`src/mmse_fir_equalizer_unit_defines.svh`:
```
// ----------------------------------------------------------------------------
// MMSE FIR equalizer - assertion macros
// Shared concurrent assertion forms, clocked on clk, disabled during reset.
// ----------------------------------------------------------------------------
`ifndef MMSE_FIR_EQUALIZER_UNIT_DEFINES_SVH
`define MMSE_FIR_EQUALIZER_UNIT_DEFINES_SVH

// Same-cycle implication
`define MEF_ASSERT_SAME(lbl, ante, cons, msg) \
lbl: assert property (@(posedge clk) disable iff (!arst_n) (ante) |-> (cons)) \
	else $error(msg);

// Next-cycle implication
`define MEF_ASSERT_NEXT(lbl, ante, cons, msg) \
lbl: assert property (@(posedge clk) disable iff (!arst_n) (ante) |=> (cons)) \
	else $error(msg);

`endif

```
`src/mef_queue.sv`:
```
// ----------------------------------------------------------------------------
// mef_queue
// Two-word queue between the sides of the equalizer.
// ----------------------------------------------------------------------------
`default_nettype none

module mef_queue #(
	parameter int WIDTH = 33
) (
	input  wire logic             clk,
	input  wire logic             arst_n,
	input  wire logic             push,
	input  wire logic [WIDTH-1:0] din,
	output      logic             full,
	input  wire logic             pop,
	output      logic [WIDTH-1:0] dout,
	output      logic             empty
);

	logic [WIDTH-1:0] mem_q [2];
	logic             wp_q;
	logic             rp_q;
	logic [1:0]       cnt_q;
	logic             do_push;
	logic             do_pop;

	assign full    = (cnt_q == 2'd2);
	assign empty   = (cnt_q == 2'd0);
	assign dout    = mem_q[rp_q];
	assign do_push = push && !full;
	assign do_pop  = pop && !empty;

	// Store pushed word
	always_ff @(posedge clk) begin
		if (do_push) begin
			mem_q[wp_q] <= din;
		end
	end

	// Advance pointers and fill count
	always_ff @(posedge clk or negedge arst_n) begin
		if (!arst_n) begin
			wp_q  <= 1'b0;
			rp_q  <= 1'b0;
			cnt_q <= 2'd0;
		end else begin
			if (do_push) begin
				wp_q <= ~wp_q;
			end
			if (do_pop) begin
				rp_q <= ~rp_q;
			end
			if (do_push && !do_pop) begin
				cnt_q <= cnt_q + 2'd1;
			end else if (do_pop && !do_push) begin
				cnt_q <= cnt_q - 2'd1;
			end
		end
	end

endmodule

`default_nettype wire

```
`config.mk`:
```
export PLATFORM = sky130hd
export DESIGN_NAME = mef_queue
export DESIGN_NICKNAME = d
export VERILOG_FILES = /design/src/mmse_fir_equalizer_unit_defines.svh /design/src/mef_queue.sv
export SDC_FILE = /design/constraint.sdc
export NUM_CORES = 1
export LEC_CHECK = 0
export ABC_CLOCK_PERIOD_IN_PS = 4800
export BUFFER_PORTS_ARGS = -buffer_cell sky130_fd_sc_hd__buf_4
export CELL_PAD_IN_SITES_DETAIL_PLACEMENT = 0
export CELL_PAD_IN_SITES_GLOBAL_PLACEMENT = 1
export CORE_AREA = 2 2 114 61
export CTS_CLUSTER_DIAMETER = 120
export CTS_CLUSTER_SIZE = 12
export DETAILED_ROUTE_END_ITERATION = 8
export DIE_AREA = 0 0 116 63
export PLACE_DENSITY_LB_ADDON = 0.1
export REMOVE_ABC_BUFFERS = 1
export SLEW_MARGIN = 30
export SYNTH_ARGS = -nofsm -noshare
export SYNTH_HDL_FRONTEND = slang
export SYNTH_SLANG_ARGS = --single-unit
```
`constraint.sdc`:
```
create_clock -name clk -period 4.8 [get_ports clk]
set_clock_uncertainty 0.15 [all_clocks]
set_input_delay 0.96 -clock clk [delete_from_list [all_inputs] [get_ports clk]]
set_output_delay 0.96 -clock clk [all_outputs]
set_load 0.1 [all_outputs]
```
==> qor.txt <==
Root buffer cell - clkbuf_16
Final GP Congestion - 0.721
Ant. Diodes - 0
First-pass GRT wire length - 6.56 mm
Setup CP Type - flip-flop to output port
Synth unique cells - 15
Starting density of the core - 0.429
Slew Viols, Final - 0
Vias - 1313
Area Growth Syn to Fin - 33.2%
Pre-antenna DRT Iters - 4
Setup tns final - 0 ns
Share of the synthesized area in the top cell type - 0.726
Critical path required time - 3.69 ns
Fin worst setup slack - 1.89 ns
Initial antenna violation count - 0
Status - finished clean
Largest net degree at the start of global routing - 35
Final WL - 4.26 mm
CP Data Arrival Time - 1.80 ns
Num Clock Sinks - 70
Mapped Area - 2730 sq um
CTS Hold Buffers Added - 0
Ys Warns - 0
Number of routed nets with antenna violations - 0
Worst-path clk slew - 0.05 ns
Share of layout cells above drive strength 1 - 0.580
Final hold violations - 0
Slew margin rel. - 0.582
Die ar. - 7310 sq um
Area of the core - 6360 sq um
Die height - 63 um
Synth area leader - edfxtp_1
#FFs+latches synth - 70
RSZ-0062 raised after global routing - no
# DRC - 0
I/O pin count - 72
CP Capture Type - output port
Post-CTS setup buffer count - 0
Max Cap Viol - 0
Syn Inst Count - 122
Vias per Instance - 4.39
Seq/Total Area, Yosys - 0.763
Post-cts repair resize count - 0
I/O Buffers - 71
CTS Buf Count - 9
Congestion Overflow GR - 0
DR iter-0 viols - 29
Top cells by area, synth - edfxtp_1 (73%), mux2_4 (16%), dfrtp_1 (3.7%)
Clock Path Buffers - 2
Pre-CTS WS - 2.20 ns
Tmin final - 2.91 ns
Final period util - 0.606
Hold WC Path Type - input port to asynchronous set/reset pin
Row count - 21
Most frequent cells in the layout - buf_4 (72), edfxtp_1 (66), mux2_4 (29)
Crit path max fanout - 34
Post-DP HPWL - 2.75 mm
WL/cell - 14.2 um
Clock latency on the worst-skew pair - 0.31 ns
H-Tree Depth - 3
Clock tree from TritonCTS - built
Vias in the first global route - 1354
Fill cells - 527
Nets - 240
Most common cell after layout, fill and taps aside - buf_4
Die W - 116 um
Synthesized area per cell - 22.4 sq um
Setup violations, final - 0
Crit path launch type - flip-flop
Actual slew at the worst max-slew pin - 0.627 ns
Fmax - 0.344 GHz
Total track usage - 0.128
==> per-layer routing <==
layer	up-vias	routed length [um]	GRT usage
met5	-	0	0
li1	630	-	-
met2	40	2130	0.200
met1	641	1730	0.140
met3	2	381	0.0863
met4	0	15	0.0402
==> cell families (layout without fill, tap and decap cells) <==
| group | after synthesis | after routing | share of synthesized area |
|---|---|---|---|
| flops | 70 | 70 | 0.763 |
| compound gates | 1 | 1 | 0.00183 |
| simple gates | 6 | 6 | 0.0101 |
| buf+inv | 6 | 91 | 0.0289 |
| mux | 33 | 33 | 0.176 |
| xor+xnor | 5 | 5 | 0.0160 |
| fa+ha+maj | 1 | 1 | 0.00458 |
==> final timing paths <==
kind	startpoint	endpoint	slack, ns	cells after the start
max	rp_q$_DFFE_PN0P_	dout[28]	1.89	2
min reg2reg	cnt_q[1]$_DFFE_PN0P_	cnt_q[1]$_DFFE_PN0P_	0.37	1
min in group clk	cnt_q[1]$_DFFE_PN0P_	cnt_q[1]$_DFFE_PN0P_	0.37	1
max in group asynchronous	arst_n	rp_q$_DFFE_PN0P_	4.10	1
max reg2reg	cnt_q[0]$_DFFE_PN0P_	mem_q[0][3]$_DFFE_PP_	2.91	4
min	arst_n	cnt_q[1]$_DFFE_PN0P_	0.28	1
==> synthesized netlist by cell type <==
master and count:
xor2_1 2, edfxtp_1 66, o21ai_1 1, nand2b_1 1
nand2_1 1, buf_12 3, mux2_2 4, xnor2_1 3
dfrtp_1 4, buf_6 1, ha_1 1, mux2_4 29
inv_1 2, nor2_1 3, and3_1 1
==> worst max-delay path, stage by stage, from the launching register on <==
cell	delay (ns)
dfrtp_4	0.84
mux2_2	0.41
buf_4	0.23
==> final cells by class <==
| type | count | area (sq um) | share of cell area |
|---|---|---|---|
| Sequential cell | 70 | 2090 | 0.574 |
| Multi-Input combinational cell | 46 | 577 | 0.159 |
| Timing Repair Buffer | 73 | 568 | 0.156 |
| Clock buffer | 11 | 233 | 0.0640 |
| Tap cell | 92 | 115 | 0.0317 |
| Clock inverter | 5 | 50.0 | 0.0138 |
| Inverter | 2 | 7.51 | 0.00206 |
==> flip-flops by register name, indices dropped and copies added (netlist names) <==
signal  count
cnt_q       2
rp_q        1
mem_q      66
wp_q        1
==> stage by stage <==
| stage | area [sq um] | util | hold slack [ns] | cells |
|---|---|---|---|---|
| after CTS | 3610 | 0.567 | 0.272 | 298 |
| after global placement | 3320 | 0.523 | 0.356 | 282 |
| after floorplan | 2660 | - | 0.311 | 118 |
| after global routing | 3640 | 0.572 | 0.260 | 299 |
| final | 3640 | 0.572 | 0.279 | 299 |
| after detailed placement | 3330 | 0.523 | 0.363 | 282 |
Power is not shown: default switching activity piles up to over one toggle a cycle in this logic, so the estimate is an artifact.
