File: src/mmse_fir_equalizer_unit_defines.svh
// ----------------------------------------------------------------------------
// MMSE FIR equalizer - assertion macros
// Shared concurrent assertion forms, clocked on clk, disabled during reset.
// ----------------------------------------------------------------------------
`ifndef MMSE_FIR_EQUALIZER_UNIT_DEFINES_SVH
`define MMSE_FIR_EQUALIZER_UNIT_DEFINES_SVH

// Same-cycle implication
`define MEF_ASSERT_SAME(lbl, ante, cons, msg) \
lbl: assert property (@(posedge clk) disable iff (!arst_n) (ante) |-> (cons)) \
	else $error(msg);

// Next-cycle implication
`define MEF_ASSERT_NEXT(lbl, ante, cons, msg) \
lbl: assert property (@(posedge clk) disable iff (!arst_n) (ante) |=> (cons)) \
	else $error(msg);

`endif

File: src/mef_pkg.sv
// ----------------------------------------------------------------------------
// mef_pkg
// Types, widths, register codes and rounding helpers of the MMSE FIR equalizer.
// ----------------------------------------------------------------------------
`default_nettype none

package mef_pkg;

	localparam int EQ_TAPS_DEF    = 7;
	localparam int DROP_COUNT_DEF = 4;

	localparam int DATA_W    = 16;
	localparam int COEF_W    = 24;
	localparam int MAT_W     = 26;
	localparam int LAG_ACC_W = 34;
	localparam int DIV_W     = 56;
	localparam int QUO_W     = DIV_W + 1;
	localparam int FACC_W    = 44;
	localparam int CFG_IDX_W = 2;

	localparam int ELIM_LIMIT = 16777216;
	localparam int COEF_MAX   = 8388607;
	localparam int COEF_MIN   = -8388608;

	localparam logic [CFG_IDX_W-1:0] CFG_TAP_ZERO       = 2'd0;
	localparam logic [CFG_IDX_W-1:0] CFG_TAP_ONE        = 2'd1;
	localparam logic [CFG_IDX_W-1:0] CFG_TAP_TWO        = 2'd2;
	localparam logic [CFG_IDX_W-1:0] CFG_NOISE_VARIANCE = 2'd3;

	typedef struct packed {
		logic signed [DATA_W-1:0] tap_zero;
		logic signed [DATA_W-1:0] tap_one;
		logic signed [DATA_W-1:0] tap_two;
		logic        [DATA_W-1:0] noise_variance;
	} cfg_t;

	typedef struct packed {
		logic signed [DATA_W-1:0] re;
		logic signed [DATA_W-1:0] im;
		logic                     start;
	} item_t;

	typedef struct packed {
		logic signed [DATA_W-1:0] re;
		logic signed [DATA_W-1:0] im;
		logic                     failed;
	} res_t;

	typedef struct packed {
		logic done;
		logic failed;
	} solve_stat_t;

	// Shift right by 12, rounding half away from zero
	function automatic logic signed [MAT_W-1:0] round_shift12(
		input logic signed [LAG_ACC_W-1:0] v);
		logic                 neg;
		logic [LAG_ACC_W:0]   mag;
		logic [LAG_ACC_W:0]   rnd;
		logic signed [MAT_W-1:0] res;
		neg = v[LAG_ACC_W-1];
		mag = neg ? (LAG_ACC_W+1)'(-((LAG_ACC_W+1)'(v))) : (LAG_ACC_W+1)'(v);
		rnd = (mag + (LAG_ACC_W+1)'(2048)) >> 12;
		res = neg ? -$signed(rnd[MAT_W-1:0]) : $signed(rnd[MAT_W-1:0]);
		return res;
	endfunction

	// Shift right by 16, round half away from zero, saturate to 16 bit
	function automatic logic signed [DATA_W-1:0] sat_round16(
		input logic signed [FACC_W-1:0] v);
		logic              neg;
		logic [FACC_W:0]   mag;
		logic [FACC_W:0]   rnd;
		logic signed [DATA_W-1:0] res;
		neg = v[FACC_W-1];
		mag = neg ? (FACC_W+1)'(-((FACC_W+1)'(v))) : (FACC_W+1)'(v);
		rnd = (mag + (FACC_W+1)'(32768)) >> 16;
		if (!neg && rnd > (FACC_W+1)'(32767))
			res = 16'sh7FFF;
		else if (neg && rnd > (FACC_W+1)'(32767))
			res = 16'sh8000;
		else if (neg)
			res = -$signed(rnd[DATA_W-1:0]);
		else
			res = $signed(rnd[DATA_W-1:0]);
		return res;
	endfunction

	// Clamp an elimination result to [-2^24, 2^24]
	function automatic logic signed [MAT_W-1:0] clamp_elim(
		input logic signed [QUO_W:0] v);
		logic signed [MAT_W-1:0] res;
		if (v > $signed((QUO_W+1)'(ELIM_LIMIT)))
			res = MAT_W'(ELIM_LIMIT);
		else if (v < -$signed((QUO_W+1)'(ELIM_LIMIT)))
			res = -$signed(MAT_W'(ELIM_LIMIT));
		else
			res = v[MAT_W-1:0];
		return res;
	endfunction

	// Saturate a back-substitution quotient to Q8.16
	function automatic logic signed [COEF_W-1:0] clamp_coef(
		input logic signed [QUO_W-1:0] v);
		logic signed [COEF_W-1:0] res;
		if (v > $signed(QUO_W'(COEF_MAX)))
			res = COEF_W'(COEF_MAX);
		else if (v < $signed(QUO_W'(COEF_MIN)))
			res = COEF_W'(COEF_MIN);
		else
			res = v[COEF_W-1:0];
		return res;
	endfunction

endpackage

`default_nettype wire

File: src/mef_filter.sv
// ----------------------------------------------------------------------------
// mef_filter
// Back end: takes a word from the input queue, runs the solve on a block start,
// filters re and im through the tap line with one multiplier, drops the first
// outputs of a block and pushes the rest to the result queue.
// ----------------------------------------------------------------------------
`default_nettype none

`include "mmse_fir_equalizer_unit_defines.svh"

module mef_filter #(
	parameter int EQ_TAPS    = mef_pkg::EQ_TAPS_DEF,
	parameter int DROP_COUNT = mef_pkg::DROP_COUNT_DEF
) (
	input  wire logic                              clk,
	input  wire logic                              arst_n,
	input  wire logic                              in_empty,
	input  wire mef_pkg::item_t                    in_item,
	output      logic                              in_pop,
	input  wire logic                              out_full,
	output      mef_pkg::res_t                     out_item,
	output      logic                              out_push,
	output      logic                              solve_go,
	input  wire mef_pkg::solve_stat_t              stat,
	output      logic [$clog2(EQ_TAPS)-1:0]        coef_idx,
	input  wire logic signed [mef_pkg::COEF_W-1:0] coef
);

	import mef_pkg::*;

	localparam int RW  = $clog2(EQ_TAPS);
	localparam int DIW = $clog2(EQ_TAPS - 1);
	localparam int SW  = $clog2(DROP_COUNT + 2);
	localparam logic [RW-1:0] LAST_TAP = RW'(EQ_TAPS - 1);
	localparam logic [SW-1:0] DROP_LIM = SW'(DROP_COUNT);

	typedef enum logic [5:0] {
		F_IDLE  = 6'b000001,
		F_SOLVE = 6'b000010,
		F_MUL   = 6'b000100,
		F_ACC   = 6'b001000,
		F_OUT   = 6'b010000,
		F_PUSH  = 6'b100000
	} flt_state_t;

	flt_state_t                        state_q;
	item_t                             cur_q;
	res_t                              res_q;
	logic [RW-1:0]                     t_q;
	logic                              lane_q;
	logic [SW-1:0]                     seen_q;
	logic signed [DATA_W-1:0]          dre_q [EQ_TAPS-1];
	logic signed [DATA_W-1:0]          dim_q [EQ_TAPS-1];
	logic signed [COEF_W+DATA_W-1:0]   prod_s1;
	logic signed [FACC_W-1:0]          acc_re_q, acc_im_q;
	logic [RW-1:0]                     dix;
	logic signed [DATA_W-1:0]          smp;

	assign in_pop   = (state_q == F_IDLE) && !in_empty;
	assign out_push = (state_q == F_PUSH) && !out_full;
	assign solve_go = in_pop && in_item.start;
	assign out_item = res_q;
	assign coef_idx = t_q;

	// Pick the sample for the current tap and lane
	always_comb begin
		dix = t_q - 1'b1;
		if (t_q == '0)
			smp = lane_q ? cur_q.im : cur_q.re;
		else
			smp = lane_q ? dim_q[dix[DIW-1:0]] : dre_q[dix[DIW-1:0]];
	end

	// Product register and lane accumulators
	always_ff @(posedge clk) begin
		if (state_q == F_MUL) begin
			prod_s1 <= coef * smp;
		end
		if (in_pop) begin
			cur_q    <= in_item;
			acc_re_q <= '0;
			acc_im_q <= '0;
		end else if (state_q == F_ACC) begin
			if (lane_q)
				acc_im_q <= acc_im_q + FACC_W'(prod_s1);
			else
				acc_re_q <= acc_re_q + FACC_W'(prod_s1);
		end
		if (state_q == F_OUT) begin
			res_q.re     <= sat_round16(acc_re_q);
			res_q.im     <= sat_round16(acc_im_q);
			res_q.failed <= stat.failed;
		end
	end

	// Sequence one word: solve, multiply-accumulate, drop or push
	always_ff @(posedge clk or negedge arst_n) begin
		if (!arst_n) begin
			state_q <= F_IDLE;
			t_q     <= '0;
			lane_q  <= 1'b0;
			seen_q  <= '0;
			for (int n = 0; n < EQ_TAPS - 1; n++) begin
				dre_q[n] <= '0;
				dim_q[n] <= '0;
			end
		end else begin
			case (state_q)
				F_IDLE: begin
					if (in_pop) begin
						t_q    <= '0;
						lane_q <= 1'b0;
						if (in_item.start) begin
							seen_q <= '0;
							for (int n = 0; n < EQ_TAPS - 1; n++) begin
								dre_q[n] <= '0;
								dim_q[n] <= '0;
							end
							state_q <= F_SOLVE;
						end else begin
							state_q <= F_MUL;
						end
					end
				end
				F_SOLVE: begin
					if (stat.done) begin
						state_q <= F_MUL;
					end
				end
				F_MUL: state_q <= F_ACC;
				F_ACC: begin
					if (lane_q) begin
						lane_q <= 1'b0;
						if (t_q == LAST_TAP) begin
							state_q <= F_OUT;
						end else begin
							t_q     <= t_q + 1'b1;
							state_q <= F_MUL;
						end
					end else begin
						lane_q  <= 1'b1;
						state_q <= F_MUL;
					end
				end
				// Shift the tap line, count drops
				F_OUT: begin
					dre_q[0] <= cur_q.re;
					dim_q[0] <= cur_q.im;
					for (int n = 1; n < EQ_TAPS - 1; n++) begin
						dre_q[n] <= dre_q[n-1];
						dim_q[n] <= dim_q[n-1];
					end
					if (seen_q < DROP_LIM) begin
						seen_q  <= seen_q + 1'b1;
						state_q <= F_IDLE;
					end else begin
						state_q <= F_PUSH;
					end
				end
				F_PUSH: begin
					if (!out_full) begin
						state_q <= F_IDLE;
					end
				end
				default: state_q <= F_IDLE;
			endcase
		end
	end

	`MEF_ASSERT_SAME(a_pop_has_word, in_pop, !in_empty, "pop from empty input queue")
	`MEF_ASSERT_SAME(a_push_has_room, out_push, !out_full, "push into full result queue")
	`MEF_ASSERT_NEXT(a_go_waits_solve, solve_go, state_q == F_SOLVE, "solve start not awaited")
	`MEF_ASSERT_SAME(a_seen_bounded, 1'b1, seen_q <= DROP_LIM, "drop counter past limit")

endmodule

`default_nettype wire

File: config.mk
export PLATFORM = sky130hd
export DESIGN_NAME = mef_filter
export DESIGN_NICKNAME = d
export VERILOG_FILES = /design/src/mef_pkg.sv /design/src/mef_filter.sv
export VERILOG_INCLUDE_DIRS = /design/src /design/src/src
export SDC_FILE = /design/constraint.sdc
export NUM_CORES = 2
export LEC_CHECK = 0
export BUFFER_PORTS_ARGS = -buffer_cell sky130_fd_sc_hd__buf_2
export CORE_UTILIZATION = 52
export CTS_CLUSTER_SIZE = 8
export DETAILED_ROUTE_END_ITERATION = 10
export PLACE_DENSITY = 0.68
export SYNTH_ARGS = -nofsm -noshare
export SYNTH_HDL_FRONTEND = slang
export SYNTH_SLANG_ARGS = --single-unit
File: constraint.sdc
create_clock -name clk -period 25.7 [get_ports clk]
set_input_delay 7.71 -clock clk [delete_from_list [all_inputs] [get_ports clk]]
set_output_delay 7.71 -clock clk [all_outputs]
set_load 0.01 [all_outputs]
==> impl_results.md <==
- IO Port Bufs: 101
- Pins Over Slew Limit: 0
- Area growth, synth to finish: 7.79%
- Vias post-DR: 28700
- Footprint of the multi-input gates: 25100 sq um
- Net count, final: 4601
- PostCTS Resize Cnt: 0
- CP peak stage delay: 690 ps
- Worst Setup Path Type: in2out
- Skew-Pair Late Insertion Delay: 650 ps
- Clock-pin slew on the worst setup and hold paths: 50 ps
- Sequential area share after synthesis: 0.266
- Avg Inst Size Synth: 9.47 sq um
- Number of global-route vias before repair: 28800
- Syn Inst Count: 3993
- Filler instances: 6362
- Top_reg_cell synth: dfrtp_1
- Fmax: 58.3 MHz
- FF-to-FF Start: coef_idx[0]$_DFFE_PN0P_
- Boundary Pins: 102
- Initial DRC count: 1761
- Yosys top cell by area: fa_1
- FFs w/ async S/R, synth: 0.515
- Global route overflow: 0
- FP Rows: 98
- Core Region: 71700 sq um
- CTS Buf Count: 57
- Area of all sequential standard cells: 10100 sq um
- Status: completed
- Setup Viol. Count Final: 0
- DRT Pass-1 Iters: 6
- FF-to-FF End: prod_s1[39]$_DFFE_PP_
- Min-delay src: acc_re_q[5]$_SDFFE_PP0P_
- Synthesized cell area: 37800 sq um
- Area fraction of the dominant cell type after synthesis: 0.199
- Hold EP: acc_re_q[5]$_SDFFE_PP0P_
- Period utilization: 0.667
- WL per Instance: 18.4 um
- Post-DRT Antenna Nets: 0
- Slew at the pin closest to its max-slew limit: 1090 ps
- Worst EP required: 17990 ps
- Final hold vios: 0
- Setup TNS: 0 ps
- Crit-path max FO: 53
- Top cells by area, synth: fa_1 20%, dfrtp_1 13%, edfxtp_1 8.3%
- Root Driver: clkbuf_16
- Residual DRC: 0
- Antenna cell count: 0
- Initial antenna violation count: 0
- Post-Route Utilization: 0.568
- DIE AREA: 73800 sq um
- Layout Skew: 85.4 ps
- Hold depth: 2
- Unrepaired setup endpoints after global routing: false
- First-pass GRT wire length: 151000 um
- Startpoint Class: input port
- Initial Util: 0.527
- HP Class: reg2reg
- # Max-Cap Violations: 0
- Delay-heaviest family, CP: buffers and inverters
- Die width: 272 um
- Slowest-stage cell, CP: inv_4
- Minimum clock period: 17150 ps
- Share of cells above drive strength 1: 0.0856
- Buf/Inv on CP: 4
- CTS tree: done
- Syn Nets: 4627
- R2R Setup Slk: 15920 ps
- RD Place Congestion: 0.888
- Max transition margin: 0.265
- Yosys warnings: 0
- R2R depth: 31
- # H-tree levels: 2
- Crit path launch: in_empty
- Post-CTS setup buffers: 0
- Largest net degree at the start of global routing: 100
- CP Cell Sequence: buf_2 -> nand2b_1 -> inv_4 -> nand2_1 -> inv_1 -> buf_2
- Most used cell, CP: buf_2
- Count of cell types in the netlist: 91
- EDFF count, synth: 105
- Seq cells post-synth: 398
- Detailed Place HPWL: 65800 um
- Clock buffer depth: 3
- Critical Path Sink Type: primary output
- Y dimension of the die: 272 um
- TritonCTS sink count: 398
- Hold buffers post-CTS: 0
- Worst EP arrival: 9440 ps
- Vias per inst: 5.79
- Total Routing Usage GR: 0.250
- Drt total wl: 91100 um
synth_stat cells, types with 10 or more instances:
master / n
nor3_1: 62
a21oi_1: 216
o21a_1: 22
mux2_2: 21
nand4_1: 37
and3_1: 15
fa_1: 376
o31ai_1: 26
or2_2: 15
ha_1: 195
a221oi_1: 23
dfrtp_1: 204
xnor2_1: 130
xor2_1: 65
and2_1: 163
inv_1: 503
or3_1: 24
o21ai_0: 97
a22o_1: 198
a21o_1: 89
nor4_1: 26
o21bai_1: 21
mux4_2: 48
nand4b_1: 10
nor2b_1: 22
nand2b_1: 34
buf_1: 18
or4_1: 10
nor3b_1: 13
dfxtp_1: 88
clkbuf_1: 197
nand2_1: 464
mux2i_1: 36
edfxtp_1: 105
and4_1: 13
a31oi_1: 21
nor2_1: 151
a211oi_1: 16
nand3_1: 62
kinds of logic (layout without fill, tap and decap cells):
logic type	count (synthesis)	count (layout)	share of synthesized area
xor+xnor	196	196	0.0456
compound gates	839	839	0.156
simple gates	1155	1155	0.151
flops	398	398	0.266
fa+ha+maj	571	571	0.264
mux	105	105	0.0444
buf+inv	729	741	0.0730
worst min-delay path, cell delays in order (launching register included):
cell,delay (ps)
dfxtp_1,320
nand2_1,60
a21oi_1,50
area by class of cell:
type | count | area share
Timing Repair Buffer | 140 | 0.0198
Clock inverter | 5 | 0.00307
Multi-Input combinational cell | 2866 | 0.616
Tap cell | 950 | 0.0292
Inverter | 504 | 0.0465
Clock buffer | 92 | 0.0392
Sequential cell | 398 | 0.247
stage by stage:
| step | std cells | hold WS (ps) | instance area [sq um] | setup slack [ps] |
|---|---|---|---|---|
| after floorplan | 3993 | 448 | 37800 | 8480 |
| after global placement | 4858 | 460 | 39000 | 8510 |
| after detailed placement | 4858 | 468 | 39000 | 8490 |
| after CTS | 4955 | 475 | 40800 | 8490 |
| after global routing | 4955 | 493 | 40800 | 8410 |
| final | 4955 | 473 | 40800 | 8550 |
sequential cells by signal (all words and copies together), names as in the netlist:
| signal | flops |
|---|---|
| dim_q | 96 |
| dre_q | 96 |
| acc_im_q | 44 |
| acc_re_q | 44 |
| prod_s1 | 40 |
| out_item | 33 |
| cur_q | 32 |
| state_q | 6 |
| coef_idx | 3 |
| seen_q | 3 |
| lane_q | 1 |
layer usage:
layer  track usage  up-vias  wire [um]
met5             0        -          0
met4        0.0698        0       2310
met3        0.0292      137       4120
met2         0.412      698      43600
met1         0.348    14300      41100
li1              -    13600          -
how the worst max path moves through the flow:
stage | slack (ps) | cells past startpoint | end
floorplan | 8480 | 4 | in_pop
global placement | 8510 | 6 | solve_go
CTS | 8490 | 6 | solve_go
detailed placement | 8490 | 6 | solve_go
finish | 8550 | 6 | solve_go
global route | 8410 | 6 | solve_go
cells in the final DEF (no fill, tap or decap), types with 11 or more instances in the layout:
cell,instances
inv_1,502
nand2_1,463
fa_1,376
a21oi_1,204
dfrtp_1,202
a22o_1,198
ha_1,195
and2_1,163
nor2_1,150
xnor2_1,129
edfxtp_1,105
buf_2,100
o21ai_0,97
a21o_1,89
dfxtp_1,86
xor2_1,65
nor3_1,62
nand3_1,62
clkbuf_16,58
mux4_2,48
buf_4,39
nand4_1,37
mux2i_1,36
nand2b_1,34
clkbuf_1,32
nor4_1,26
o31ai_1,26
or3_1,24
a221oi_1,23
o21a_1,22
nor2b_1,21
mux2_2,21
o21bai_1,21
a31oi_1,21
a211oi_1,16
or2_2,15
and3_1,15
and4_1,13
nor3b_1,12
a21oi_2,11
Power is left out: the tool's default activity adds up to more than one toggle a clock period on the data nets, which glitch-free logic cannot reach.
